$ cat src/rtl/core/tspq_pkg.sv
// ----------------------------------------------------------------------------
// tspq_pkg: shared types and constants
// Sizes, status codes, register indexes and the configuration struct of the
// slot-gated strict-priority command queue.
// ----------------------------------------------------------------------------
package tspq_pkg;

  localparam int LEVELS         = 5;
  localparam int LEVEL_DEPTH    = 256;   // power of two: ring positions wrap by truncation
  localparam int DOWNLINK_FIRST = 30;
  localparam int DOWNLINK_END   = 34;

  localparam int LVL_W  = $clog2(LEVELS);
  localparam int POS_W  = $clog2(LEVEL_DEPTH);
  localparam int CNT_W  = $clog2(LEVEL_DEPTH + 1);
  localparam int STORE_DEPTH = LEVELS * LEVEL_DEPTH;
  localparam int ADDR_W = $clog2(STORE_DEPTH);
  localparam int ENTRY_W = 44;
  localparam int SEQ_W  = 32;
  localparam int DROP_W = 32;

  localparam int QLIMIT_W = 9;
  localparam int SLOTCFG_W = 5;
  localparam int SLOT_W = 6;

  localparam logic [SLOTCFG_W-1:0] UPLINK_COUNT_RST = SLOTCFG_W'(30);
  localparam logic [QLIMIT_W-1:0]  QUEUE_LIMIT_RST  = QLIMIT_W'(200);

  localparam int CFG_AW = 5;
  localparam int CFG_DW = 32;
  localparam int REG_IDX_W = 3;

  typedef enum logic [REG_IDX_W-1:0] {
    REG_ENABLE       = 3'd0,
    REG_OWN_UPLINK   = 3'd1,
    REG_BASE_STATION = 3'd2,
    REG_UPLINK_COUNT = 3'd3,
    REG_QUEUE_LIMIT  = 3'd4
  } reg_idx_t;

  typedef enum logic [2:0] {
    ST_QUEUED  = 3'd0,
    ST_REFUSED = 3'd1,
    ST_DROPPED = 3'd2,
    ST_SENT    = 3'd3,
    ST_NONE    = 3'd4
  } status_t;

  typedef struct packed {
    logic                 enable;
    logic [SLOTCFG_W-1:0] own_uplink_slot;
    logic                 is_base_station;
    logic [SLOTCFG_W-1:0] uplink_slot_count;
    logic [QLIMIT_W-1:0]  queue_limit;
  } cfg_t;

endpackage

$ cat src/rtl/core/tspq_cfg_regs.sv
// ----------------------------------------------------------------------------
// tspq_cfg_regs: configuration register file
// APB-style write and read-back of the five control registers.
// ----------------------------------------------------------------------------
module tspq_cfg_regs (
  input  logic                      clk,
  input  logic                      rst,
  input  logic                      psel,
  input  logic                      penable,
  input  logic                      pwrite,
  input  logic [tspq_pkg::CFG_AW-1:0] paddr,
  input  logic [tspq_pkg::CFG_DW-1:0] pwdata,
  output logic [tspq_pkg::CFG_DW-1:0] prdata,
  output logic                      pready,
  output tspq_pkg::cfg_t            cfg
);
  import tspq_pkg::*;

  logic     wr;
  reg_idx_t idx;

  assign pready = 1'b1;
  assign wr     = psel && penable && pwrite && pready;
  assign idx    = reg_idx_t'(paddr[CFG_AW-1:2]);

  always_ff @(posedge clk) begin
    if (rst) begin
      cfg.enable            <= 1'b0;
      cfg.own_uplink_slot   <= '0;
      cfg.is_base_station   <= 1'b0;
      cfg.uplink_slot_count <= UPLINK_COUNT_RST;
      cfg.queue_limit       <= QUEUE_LIMIT_RST;
    end else if (wr) begin
      case (idx)
        REG_ENABLE:       cfg.enable            <= pwdata[0];
        REG_OWN_UPLINK:   cfg.own_uplink_slot   <= pwdata[SLOTCFG_W-1:0];
        REG_BASE_STATION: cfg.is_base_station   <= pwdata[0];
        REG_UPLINK_COUNT: cfg.uplink_slot_count <= pwdata[SLOTCFG_W-1:0];
        REG_QUEUE_LIMIT:  cfg.queue_limit       <= pwdata[QLIMIT_W-1:0];
        default: ;
      endcase
    end
  end

  always_comb begin
    prdata = '0;
    case (idx)
      REG_ENABLE:       prdata = CFG_DW'(cfg.enable);
      REG_OWN_UPLINK:   prdata = CFG_DW'(cfg.own_uplink_slot);
      REG_BASE_STATION: prdata = CFG_DW'(cfg.is_base_station);
      REG_UPLINK_COUNT: prdata = CFG_DW'(cfg.uplink_slot_count);
      REG_QUEUE_LIMIT:  prdata = CFG_DW'(cfg.queue_limit);
      default:          prdata = '0;
    endcase
  end

endmodule

$ cat config.mk
export PLATFORM = sky130hd
export DESIGN_NAME = tspq_cfg_regs
export DESIGN_NICKNAME = d
export VERILOG_FILES = /design/src/rtl/core/tspq_pkg.sv /design/src/rtl/core/tspq_cfg_regs.sv
export SDC_FILE = /design/constraint.sdc
export NUM_CORES = 1
export LEC_CHECK = 0
export ABC_AREA = 1
export BUFFER_PORTS_ARGS = -buffer_cell sky130_fd_sc_hd__buf_2
export CAP_MARGIN = 20
export CORE_MARGIN = 5
export CORE_UTILIZATION = 35
export DETAILED_ROUTE_END_ITERATION = 12
export PLACE_DENSITY = 0.77
export SKIP_CTS_REPAIR_TIMING = 1
export SLEW_MARGIN = 0
export SYNTH_ARGS = -nofsm -noshare
export SYNTH_HDL_FRONTEND = slang
export SYNTH_SLANG_ARGS = --single-unit
$ cat constraint.sdc
create_clock -name clk -period 1.13 [get_ports clk]
set_input_delay 0.113 -clock clk [delete_from_list [all_inputs] [get_ports clk]]
set_output_delay 0.113 -clock clk [all_outputs]
set_load 0.01 [all_outputs]
==> impl_metrics.json <==
{
  "status": "complete, but fails checks",
  "failed_checks": "hold timing, setup timing",
  "cts_root_buf": "clkbuf_4",
  "core_area_mm2": 0.00342,
  "skew_ps": 0,
  "finalInstanceArea_mm2": 0.00157,
  "gp_congestion": 0.857,
  "grt_overflow": 0,
  "synthMuxAreaShare_pct": 0,
  "dr.pass1.iters": 4,
  "synth_compound_area_share_pct": 0.793,
  "whs_ps": -1.15,
  "min_from": "pwdata[7]",
  "synth.distinct_cells": 19,
  "grt_max_degree": 22,
  "place_hpwl_um": 2310,
  "cpPeakStageDelay_ps": 350,
  "cts_tree": "done",
  "vias_per_cell": 4.15,
  "ff_latch_area_um2": 437,
  "nFillCells": 368,
  "period_needed_ps": 1170,
  "largest_register_ffs": 21,
  "numCtsBuffers": 3,
  "drt_iter0_markers": 31,
  "die-area_mm2": 0.00491,
  "yosysSeqAreaShare_pct": 33.3,
  "setup_ws_ps": -42.9,
  "ant_nets": 0,
  "crit_top_cell": "nand2_1",
  "grt_usage_pct": 11.8,
  "multi_input_area_um2": 648,
  "clock_sinks": 21,
  "grt_pass1_vias": 1124,
  "p_sw_share_pct": 29.8,
  "crit_chain": "nand4_1 -> nand2_1 -> nor2_1 -> nand2_1 -> buf_2",
  "path_class": "reg -> out",
  "start_kind": "flip-flop",
  "antenna_found_initial": 0,
  "clkPwrFrac_pct": 27.7,
  "pwr-share-seq_pct": 55.3,
  "die_h_um": 70.1,
  "syn_to_final_growth_pct": 24.7,
  "syn_avg_cell_area_um2": 6.51,
  "placement.io_buffers": 46,
  "r2r_cells": 3,
  "rsz0062_at_grt": "yes",
  "ir_drop_uv": 288,
  "cts_max_path_buffers": 2,
  "wl_per_cell_um": 9.78,
  "drv_slew": 0,
  "htreeDepth": 1,
  "ios": 96,
  "synthesis.area_mm2": 0.00126,
  "ys_ff_latch": 21,
  "fin_nets": 291,
  "layout-drive-gt1-share_pct": 34.3,
  "vias": 1219,
  "die_x_um": 70.1,
  "rows": 21,
  "initial_utilization_pct": 37.0,
  "fin_crit_sh_pct": 104,
  "synth_top_family_by_area": "simple AND/OR/NAND/NOR gates",
  "p_sw_w": 0.000408,
  "r2r_start": "cfg[0]$_SDFFE_PP0P_",
  "fmax_mhz": 853,
  "largestRegisters": "cfg: 21 flops",
  "drc": 0,
  "yosys_warnings": 0,
  "crit_fanout": 3,
  "path_clk_slew_ps": 120,
  "fin_util_pct": 46.1,
  "crit_required_ps": 1020,
  "cap_viol_max_count": 0,
  "setup_viol": 1,
  "crit_start": "cfg[9]$_SDFFE_PP0P_",
  "p_leak_nw": 0.898,
  "critPathSlowestCell": "dfxtp_2",
  "clock_latency_ps": 310,
  "synth_simple_gate_area_share_pct": 42.0,
  "hold_viol": 2,
  "power_density_mw_per_mm2": 870,
  "diodes": 0,
  "hp-class": "in -> reg",
  "pwr-share-comb_pct": 17.0,
  "tns_ps": -42.9,
  "routed_wl_um": 2870,
  "synthXorXnorAreaFrac_pct": 0,
  "grt_pass1_wl_um": 4800,
  "whs_path_depth": 3,
  "cp-end-kind": "output port",
  "p_int_w": 0.000962,
  "yosys.area_share.adder_pct": 0,
  "regMostFlops": "cfg",
  "total_power_w": 0.00137,
  "worstPathArrival_ps": 1060,
  "placed_area_mm2": 0.00147,
  "netlist_instances": 194
}
## through the flow
stage                     instances  setup slack, ps
after CTS                       289             -140
after global routing            294             -137
after floorplan                 216              267
after detailed placement        285             66.3
final                           294            -42.9
after global placement          285             74.7
## synthesized netlist by cell type, drive strengths merged
master	number	share of area [%]
nand2	51	15
nor2	39	14
buf	28	17
nand3	28	12
dfxtp	21	33
inv	20	5.9
a21oi	2	0.79
conb	2	0.59
clkbuf	1	0.30
nand4	1	0.50
nor3	1	0.40
## critical path, delay by kind of cell (launching register included)
family                 cells  cell delay, ps
buffers and inverters      1             130
and+or+nand+nor            4             260
DFF                        1             350
## kinds of logic after synthesis
logic type | Yosys count
AND/OR/NAND/NOR | 120
buffers and inverters | 49
flip-flops | 21
AO/OA/AOI/OAI | 2
other | 2
## final cells by class
class,instances,area share (%)
repair buffers,57,20.9
flip-flops and latches,21,27.7
well taps,46,3.66
clock inverters,1,0.318
multi-input cells,146,41.2
inverters,20,4.77
clock buffers,3,1.43
## routing by layer
metal,GRT usage (%),routed length (um)
met2,21.0,1340
met4,3.19,31
met1,13.4,1230
met5,0,0
met3,4.02,271
## worst paths after layout
check,end,slack (ps)
max,prdata[0],-40
min,cfg[7]$_SDFFE_PP1P_,-1
max reg2reg,cfg[0]$_SDFFE_PP0P_,430
min reg2reg,cfg[12]$_SDFFE_PP1P_,470
## layout by cell type, fill, tap and decap left out
| master | count |
|---|---|
| buf_12 | 1 |
| dfxtp_1 | 8 |
| buf_2 | 46 |
| nand3_1 | 25 |
| inv_1 | 18 |
| a21oi_1 | 2 |
| nor2_8 | 1 |
| nand3_2 | 2 |
| nor2_1 | 36 |
| conb_1 | 24 |
| clkbuf_4 | 3 |
| nand3_4 | 1 |
| nor3_2 | 1 |
| buf_4 | 9 |
| nor2_2 | 1 |
| buf_6 | 1 |
| nand4_1 | 1 |
| nand2_1 | 49 |
| nand2_2 | 2 |
| nor2_4 | 1 |
| clkinv_2 | 1 |
| inv_2 | 2 |
| dfxtp_2 | 13 |
## power by group through the flow
stage	clock network [W]	logic [W]	registers, W
after floorplan	0	0.000200	0.000777
after global placement	0	0.000221	0.000773
after detailed placement	0	0.000223	0.000773
after CTS	0.000393	0.000223	0.000757
after global routing	0.000420	0.000262	0.000759
final	0.000380	0.000232	0.000757
(Power assumes the default switching activity.)
