## config.mk

```make
export PLATFORM = sky130hd
export DESIGN_NAME = tspq_ram
export DESIGN_NICKNAME = d
export VERILOG_FILES = /design/src/rtl/core/tspq_ram.sv
export SDC_FILE = /design/constraint.sdc
export NUM_CORES = 1
export LEC_CHECK = 0
export ABC_AREA = 1
export ABC_CLOCK_PERIOD_IN_PS = 1350
export BUFFER_PORTS_ARGS = -buffer_cell sky130_fd_sc_hd__buf_2
export CORE_UTILIZATION = 55
export CTS_CLUSTER_SIZE = 24
export DETAILED_ROUTE_END_ITERATION = 10
export HOLD_SLACK_MARGIN = 0.05
export PLACE_DENSITY_LB_ADDON = 0.05
export SLEW_MARGIN = 20
export SYNTH_ARGS = -nofsm -noshare
export SYNTH_HDL_FRONTEND = slang
export SYNTH_SLANG_ARGS = --single-unit
```

## constraint.sdc

```tcl
create_clock -name clk -period 1.35 [get_ports clk]
set_input_delay 0.3375 -clock clk [delete_from_list [all_inputs] [get_ports clk]]
set_output_delay 0.3375 -clock clk [all_outputs]
set_load 0.02 [all_outputs]
```

## src/rtl/core/tspq_ram.sv

```systemverilog
// ----------------------------------------------------------------------------
// tspq_ram: generic single-port-write, single-port-read RAM
// One write and one registered read per cycle; read data holds while re is low.
// ----------------------------------------------------------------------------
module tspq_ram #(
  parameter int WIDTH = 8,
  parameter int DEPTH = 16
) (
  input  logic                     clk,
  input  logic                     we,
  input  logic [$clog2(DEPTH)-1:0] waddr,
  input  logic [WIDTH-1:0]         wdata,
  input  logic                     re,
  input  logic [$clog2(DEPTH)-1:0] raddr,
  output logic [WIDTH-1:0]         rdata
);

  logic [WIDTH-1:0] mem [DEPTH];

  always_ff @(posedge clk) begin
    if (we) begin
      mem[waddr] <= wdata;
    end
    if (re) begin
      rdata <= mem[raddr];
    end
  end

endmodule

```

==> run metrics, run 1 <==
Site Rows=37; instance area after placement=6290 um^2; number of register bits inferred by synthesis=~140; Power Density=1450 nW/um^2; RR Endpoint=rdata[3]; maximum clock frequency=659 MHz; total congestion overflow=0; core outline area=10300 um^2; Post-Place Cells=720; layout cell share with drive strength beyond 1=about 13%; buffer type at the clock tree root=sky130_fd_sc_hd__clkbuf_8; static leakage=3.01 nW; FF-to-FF setup slack=210 ps; Synth Instances=between 500 and 600; number of nets at the end of the flow=622; design area=6920 um^2; family of cells with the greatest summed delay on the critical path=flip-flops; failing checks=negative setup slack; via total after detailed routing=3868; buffers plus inverters on the worst setup path=1; CP max FO=1; final max-slew violation count=0; Max VDD drop=a little under 800 uV; number of top-level pins=27; arrival time reported for the critical path endpoint=1180 ps; clock latency on the worst-skew pair=520 ps; vias per std cell=5.15; pin count of the biggest net entering global routing=36; number of unique standard cell types used by synthesis=11; Initial DRT Pass Iterations=5; CTS clock-pin slew for the worst setup and hold paths=60 ps; layout overhead on the synthesized area=18.3%; required arrival time at the worst endpoint=1010 ps; Hold Path Stages=1; standard cell with the maximum stage delay on the critical path=sky130_fd_sc_hd__edfxtp_1; total number of yosys warnings=0; total track usage=26.2%; maximum capacitance violations=0; r2r worst-path depth=6; HPWL reported at the end of detailed placement=between 8000 and 9000 um; number of standard cells in the layout, taps in and fillers out=751; core utilization of the finished layout=around two thirds; result of the run=complete, but fails checks; CTS tree=done; worst-case setup margin in the final layout=-169 ps; number of I/O port buffers=26; Initial Utilization=56.6%; number of filler instances in the final layout=800; number of endpoints with negative hold slack in the final report=0; Critical R2R Launch=mem[13][3]; sequential element share of the synthesized area=69.8%; initial antenna violation count=0; type of the worst setup path=reg -> out; Setup WS pre-CTS=-175 ps; Post-Syn Area per Cell=10.6 um^2; placer congestion estimate=0.796; Inserted Clock Buffers=17; number of clock sinks seen by CTS=~140; worst min path class=in -> reg; Die Ht=105 um; CTS H-tree depth=4; final worst-path cycle share=112%; hold worst-path end=mem[6][0]; RSZ-0062 raised after global routing=yes; total DRC errors in the routed layout=0; setup skew after layout=4.97 ps; number of global-route vias before repair=3763; Final setup violation count=8; wire length of the first global-routing pass=20700 um; post-synth net total=570; iteration-0 DRC count of the detailed router=366; Die Footprint=11000 um^2; number of nets with antenna violations after detailed routing=0; final period demand of the worst path=roughly 1500 ps; startpoint type of the worst setup path=flip-flop; actual transition at the worst max-transition pin=roughly 370 ps; Crit. End Element=output pin; slowest stage delay, CP=around 480 ps; cell area after synthesis=5850 um^2; cell breakdown of the critical path=buf_6; largest buffer count on any clock path=2; average wire per cell in the routed design=17.4 um; hold bufs inserted after CTS=0; hold path startpoint=wdata[0]; final total power=around 0.010 W; die width=105 um; Relative slew margins=around 76%; total wire length after detailed routing=13100 um; antenna cell count=0
## cell usage after synthesis
master / number / area share, %
sky130_fd_sc_hd__nand2_1: 173 / 11
sky130_fd_sc_hd__edfxtp_1: 136 / 70
sky130_fd_sc_hd__inv_1: 100 / 6.4
sky130_fd_sc_hd__nand3_1: 97 / 8.3
sky130_fd_sc_hd__nor2_1: 17 / 1.1
sky130_fd_sc_hd__buf_2: 13 / 1.1
sky130_fd_sc_hd__buf_6: 6 / 1.2
sky130_fd_sc_hd__buf_4: 4 / 0.51
sky130_fd_sc_hd__inv_2: 2 / 0.13
sky130_fd_sc_hd__nand3b_1: 2 / 0.26
sky130_fd_sc_hd__buf_1: 1 / 0.064
## how the worst max path moves through the flow
stage | from | endpoint | slack, ps | depth (start not counted)
final | rdata[6] | rdata[6] | -170 | 1
after global routing | rdata[6] | rdata[6] | -180 | 1
after CTS | rdata[6] | rdata[6] | -180 | 1
after detailed placement | raddr[0] | rdata[3] | -180 | 7
after global placement | raddr[0] | rdata[2] | -150 | 8
after floorplan | waddr[3] | mem[4][0] | 60 | 2
## cell families (layout without fill, tap and decap cells)
group | after synthesis | in the layout | share of synthesized area, %
flip-flops | 136 | 136 | 69.8
AND/OR/NAND/NOR | 289 | 289 | 20.8
buffers and inverters | 126 | 190 | 9.39
## where the power goes
group	internal (W)	switching [W]
Clock	0.00296	0.00160
Sequential	0.00476	0.0000367
Combinational	0.000225	0.000426
Total	0.00794	0.00206
## routing by layer
layer,global-route usage [%],share of wire [%],vias to the layer above
met1,37.5,45,1825
li1,-,-,1888
met2,39.7,46,137
met4,10.6,1.8,0
met3,5.05,6.6,18
met5,0,0,-
## layout by cell type (no fill, tap or decap), drive strengths merged
master	count
nand2	173
clkinvlp	2
nor2	17
clkbuf	20
buf	57
edfxtp	136
inv	102
clkinv	5
nand3b	2
bufinv	4
nand3	97
## registers in the layout (all words and copies together), names as in the netlist
| register | count |
|---|---|
| mem | 128 |
| rdata | 8 |
## per-stage QoR
step / hold slack (ps) / TNS, ps
5_1_grt: 207 / -918
6_report: 209 / -697
2_1_floorplan: 436 / 0
3_5_place_dp: 724 / -1060
4_1_cts: 199 / -856
3_3_place_gp: 721 / -948
## final cells by class
type                       instances  area [um^2]  share of cell area [%]
sequential                       136         4080                    59.0
multi-input combinational        289         1210                    17.5
timing repair buffer              57          488                    7.05
clock buffer                      20          425                    6.15
inverter                         102          383                    5.53
tap                              136          170                    2.46
clock inverter                    11          155                    2.24
## what timing repair did
item / in CTS / in global routing
setup buffers: 0 / 0
pin swaps: 0 / 0
endpoints found under the setup margin: 8 / 8
gates resized for setup: 10 / 6
No activity file was read; power rests on OpenSTA's default activity.
==> run 2, diff against run 1 <==
--- a/config.mk
+++ b/config.mk
@@ -12,7 +12,7 @@
 export CTS_CLUSTER_SIZE = 24
 export DETAILED_ROUTE_END_ITERATION = 10
 export HOLD_SLACK_MARGIN = 0.05
-export PLACE_DENSITY_LB_ADDON = 0.05
+export PLACE_DENSITY = 0.75
 export SLEW_MARGIN = 20
 export SYNTH_ARGS = -nofsm -noshare
 export SYNTH_HDL_FRONTEND = slang
==> run 2 against run 1 <==
Compared with the run above:
- the flow still finishes with violations (negative setup slack)
- critical endpoint is now rdata[0]
- total power up 4.8%
- hold slack worse by 13 ps
- cell area shrank 0.36%
- maximum frequency is 3.7% higher
- die area did not move
- register-to-register slack worse by 50 ps
- flip-flop and latch count stayed put
- highest routed layer unchanged
==> run metrics, run 2 (synthesis gave the netlist of run 1 again) <==
Largest regs=mem: 128 flops, rdata: 8 flops (unchanged); standard cell with the maximum stage delay on the critical path=sky130_fd_sc_hd__edfxtp_1 (unchanged); Hold Path Stages=1 (unchanged); worst-case setup margin in the final layout=-114 ps (was -169 ps); number of global-route vias before repair=3943 (was 3763); total congestion overflow=0 (unchanged); buffer type at the clock tree root=sky130_fd_sc_hd__clkbuf_8 (unchanged); number of filler instances in the final layout=738 (was 800); RSZ-0062 raised after global routing=yes (unchanged); hold path startpoint=re (was wdata[0]); FF-to-FF setup slack=160 ps (was 210 ps); design area=6890 um^2 (was 6920 um^2); most common library cell in the layout ignoring fill and taps=sky130_fd_sc_hd__nand2_1 (unchanged); most used cells in the layout excluding fill and tap cells=sky130_fd_sc_hd__nand2_1 (173), sky130_fd_sc_hd__edfxtp_1 (136), sky130_fd_sc_hd__inv_1 (100) (unchanged); CP max FO=1 (unchanged); number of nets at the end of the flow=615 (was 622); final max-slew violation count=0 (unchanged); setup skew after layout=6.92 ps (was 4.97 ps); slowest stage delay, CP=450 ps (was 480 ps); largest buffer count on any clock path=2 (unchanged); CTS clock-pin slew for the worst setup and hold paths=60 ps (about the same); startpoint type of the worst setup path=flip-flop (unchanged); layout cell share with drive strength beyond 1=13.3% (was 13.5%); Die Ht=105 um (unchanged); Die Footprint=11000 um^2 (unchanged); total DRC errors in the routed layout=0 (unchanged); wire length of the first global-routing pass=21100 um (was 20700 um); die width=105 um (unchanged); vias per std cell=5.40 (was 5.15); pin count of the biggest net entering global routing=65 (was 36); final total power=0.0105 W (was 0.0100 W); accumulated negative setup slack=-471 ps (was -697 ps); Site Rows=37 (unchanged); type of the worst setup path=reg -> out (unchanged); clock latency on the worst-skew pair=520 ps (about the same); iteration-0 DRC count of the detailed router=369 (was 366); worst min path class=in -> reg (unchanged); Initial DRT Pass Iterations=5 (unchanged); total wire length after detailed routing=13500 um (was 13100 um); result of the run=complete, but fails checks (unchanged); final period demand of the worst path=1460 ps (was 1520 ps); static leakage=3.00 nW (was 3.01 nW); Largest register FFs=128 (unchanged); Crit. End Element=output pin (unchanged); Final setup violation count=8 (unchanged); core outline area=10300 um^2 (unchanged); hold worst-path end=rdata[6] (was mem[6][0]); family of cells with the greatest summed delay on the critical path=flip-flops (unchanged); number of endpoints with negative hold slack in the final report=0 (unchanged); final worst-path cycle share=108% (was 112%); number of clock sinks seen by CTS=136 (unchanged); HPWL reported at the end of detailed placement=7800 um (was 8320 um); number of I/O port buffers=26 (unchanged); total stage count of the critical path=1 (unchanged); instance area after placement=6210 um^2 (was 6290 um^2); number of top-level pins=27 (unchanged); Post-CTS Setup Repair Bufs=0 (unchanged); cell breakdown of the critical path=buf_6 (unchanged); total track usage=26.5% (was 26.2%); layout overhead on the synthesized area=17.9% (was 18.3%); RR Endpoint=rdata[5] (was rdata[3]); antenna cell count=0 (unchanged); arrival time reported for the critical path endpoint=1130 ps (was 1180 ps); register ranked first by flip-flop count=mem (unchanged); Critical R2R Launch=mem[7][5] (was mem[13][3]); number of nets with antenna violations after detailed routing=0 (unchanged); Initial Utilization=56.6% (unchanged); Power Density=1520 nW/um^2 (was 1450 nW/um^2); Relative slew margins=58.3% (was 75.5%); average wire per cell in the routed design=18.1 um (was 17.4 um); Inserted Clock Buffers=17 (unchanged); maximum clock frequency=683 MHz (was 659 MHz); initial antenna violation count=0 (unchanged); CTS tree=done (unchanged); actual transition at the worst max-transition pin=625 ps (was 367 ps); CTS H-tree depth=4 (unchanged); r2r worst-path depth=6 (unchanged); via total after detailed routing=4020 (was 3868); buffers plus inverters on the worst setup path=1 (unchanged); number of standard cells in the layout, taps in and fillers out=744 (was 751); Max VDD drop=952 uV (was 770 uV); required arrival time at the worst endpoint=1010 ps (about the same); Post-Place Cells=713 (was 720); hold slack=195 ps (was 209 ps); maximum capacitance violations=0 (unchanged); failing checks=negative setup slack (unchanged); placer congestion estimate=0.835 (was 0.796)
[run 2: cell count changes in the layout (fill, tap and decap cells not counted), sizes merged]
cell,change
clkbuf,-2
clkinvlp,-1
buf,-7
bufinv,+2
clkinv,+1
[run 2: stage by stage]
stage / util [%] / setup WS (ps)
final: 66.8 / -114
after global routing: 66.8 / -132
after CTS: 66.7 / -125
after detailed placement: 60.2 / -248
after global placement: 60.2 / -193
after floorplan: - / 61.7
[run 2: routing by layer]
layer / vias up / wire length, um / GRT usage (%)
met4: 0 / 442 / 14.2
met3: 42 / 1220 / 5.24
met5: - / 0 / 0
met1: 1890 / 5040 / 33.2
li1: 1866 / - / -
met2: 222 / 6780 / 43.8
[run 2: power breakdown]
part           internal, W  switching [W]
Combinational     0.000199       0.000438
Sequential         0.00476      0.0000314
Clock              0.00336        0.00170
[run 2: layout make-up]
| type | instances | area, um^2 | area share, % |
|---|---|---|---|
| clock buffer | 18 | 418 | 6.06 |
| tap | 136 | 170 | 2.47 |
| sequential | 136 | 4080 | 59.2 |
| inverter | 102 | 383 | 5.55 |
| clock inverter | 13 | 228 | 3.30 |
| timing repair buffer | 50 | 398 | 5.77 |
| multi-input combinational | 289 | 1210 | 17.6 |
[run 2: repair_timing]
| item | CTS | global route |
|---|---|---|
| setup endpoints to repair | 8 | 8 |
| resized for setup | 8 | 4 |
| endpoints found under the hold margin | 0 | 0 |
| hold buffers | 0 | 0 |
[run 2: how the worst max path moves through the flow]
| stage | to | from |
|---|---|---|
| floorplan | mem[4][0] | waddr[3] |
| global placement | rdata[6] | raddr[1] |
| detailed placement | rdata[5] | raddr[1] |
| CTS | rdata[0] | rdata[0] |
| global route | rdata[0] | rdata[0] |
| finish | rdata[0] | rdata[0] |
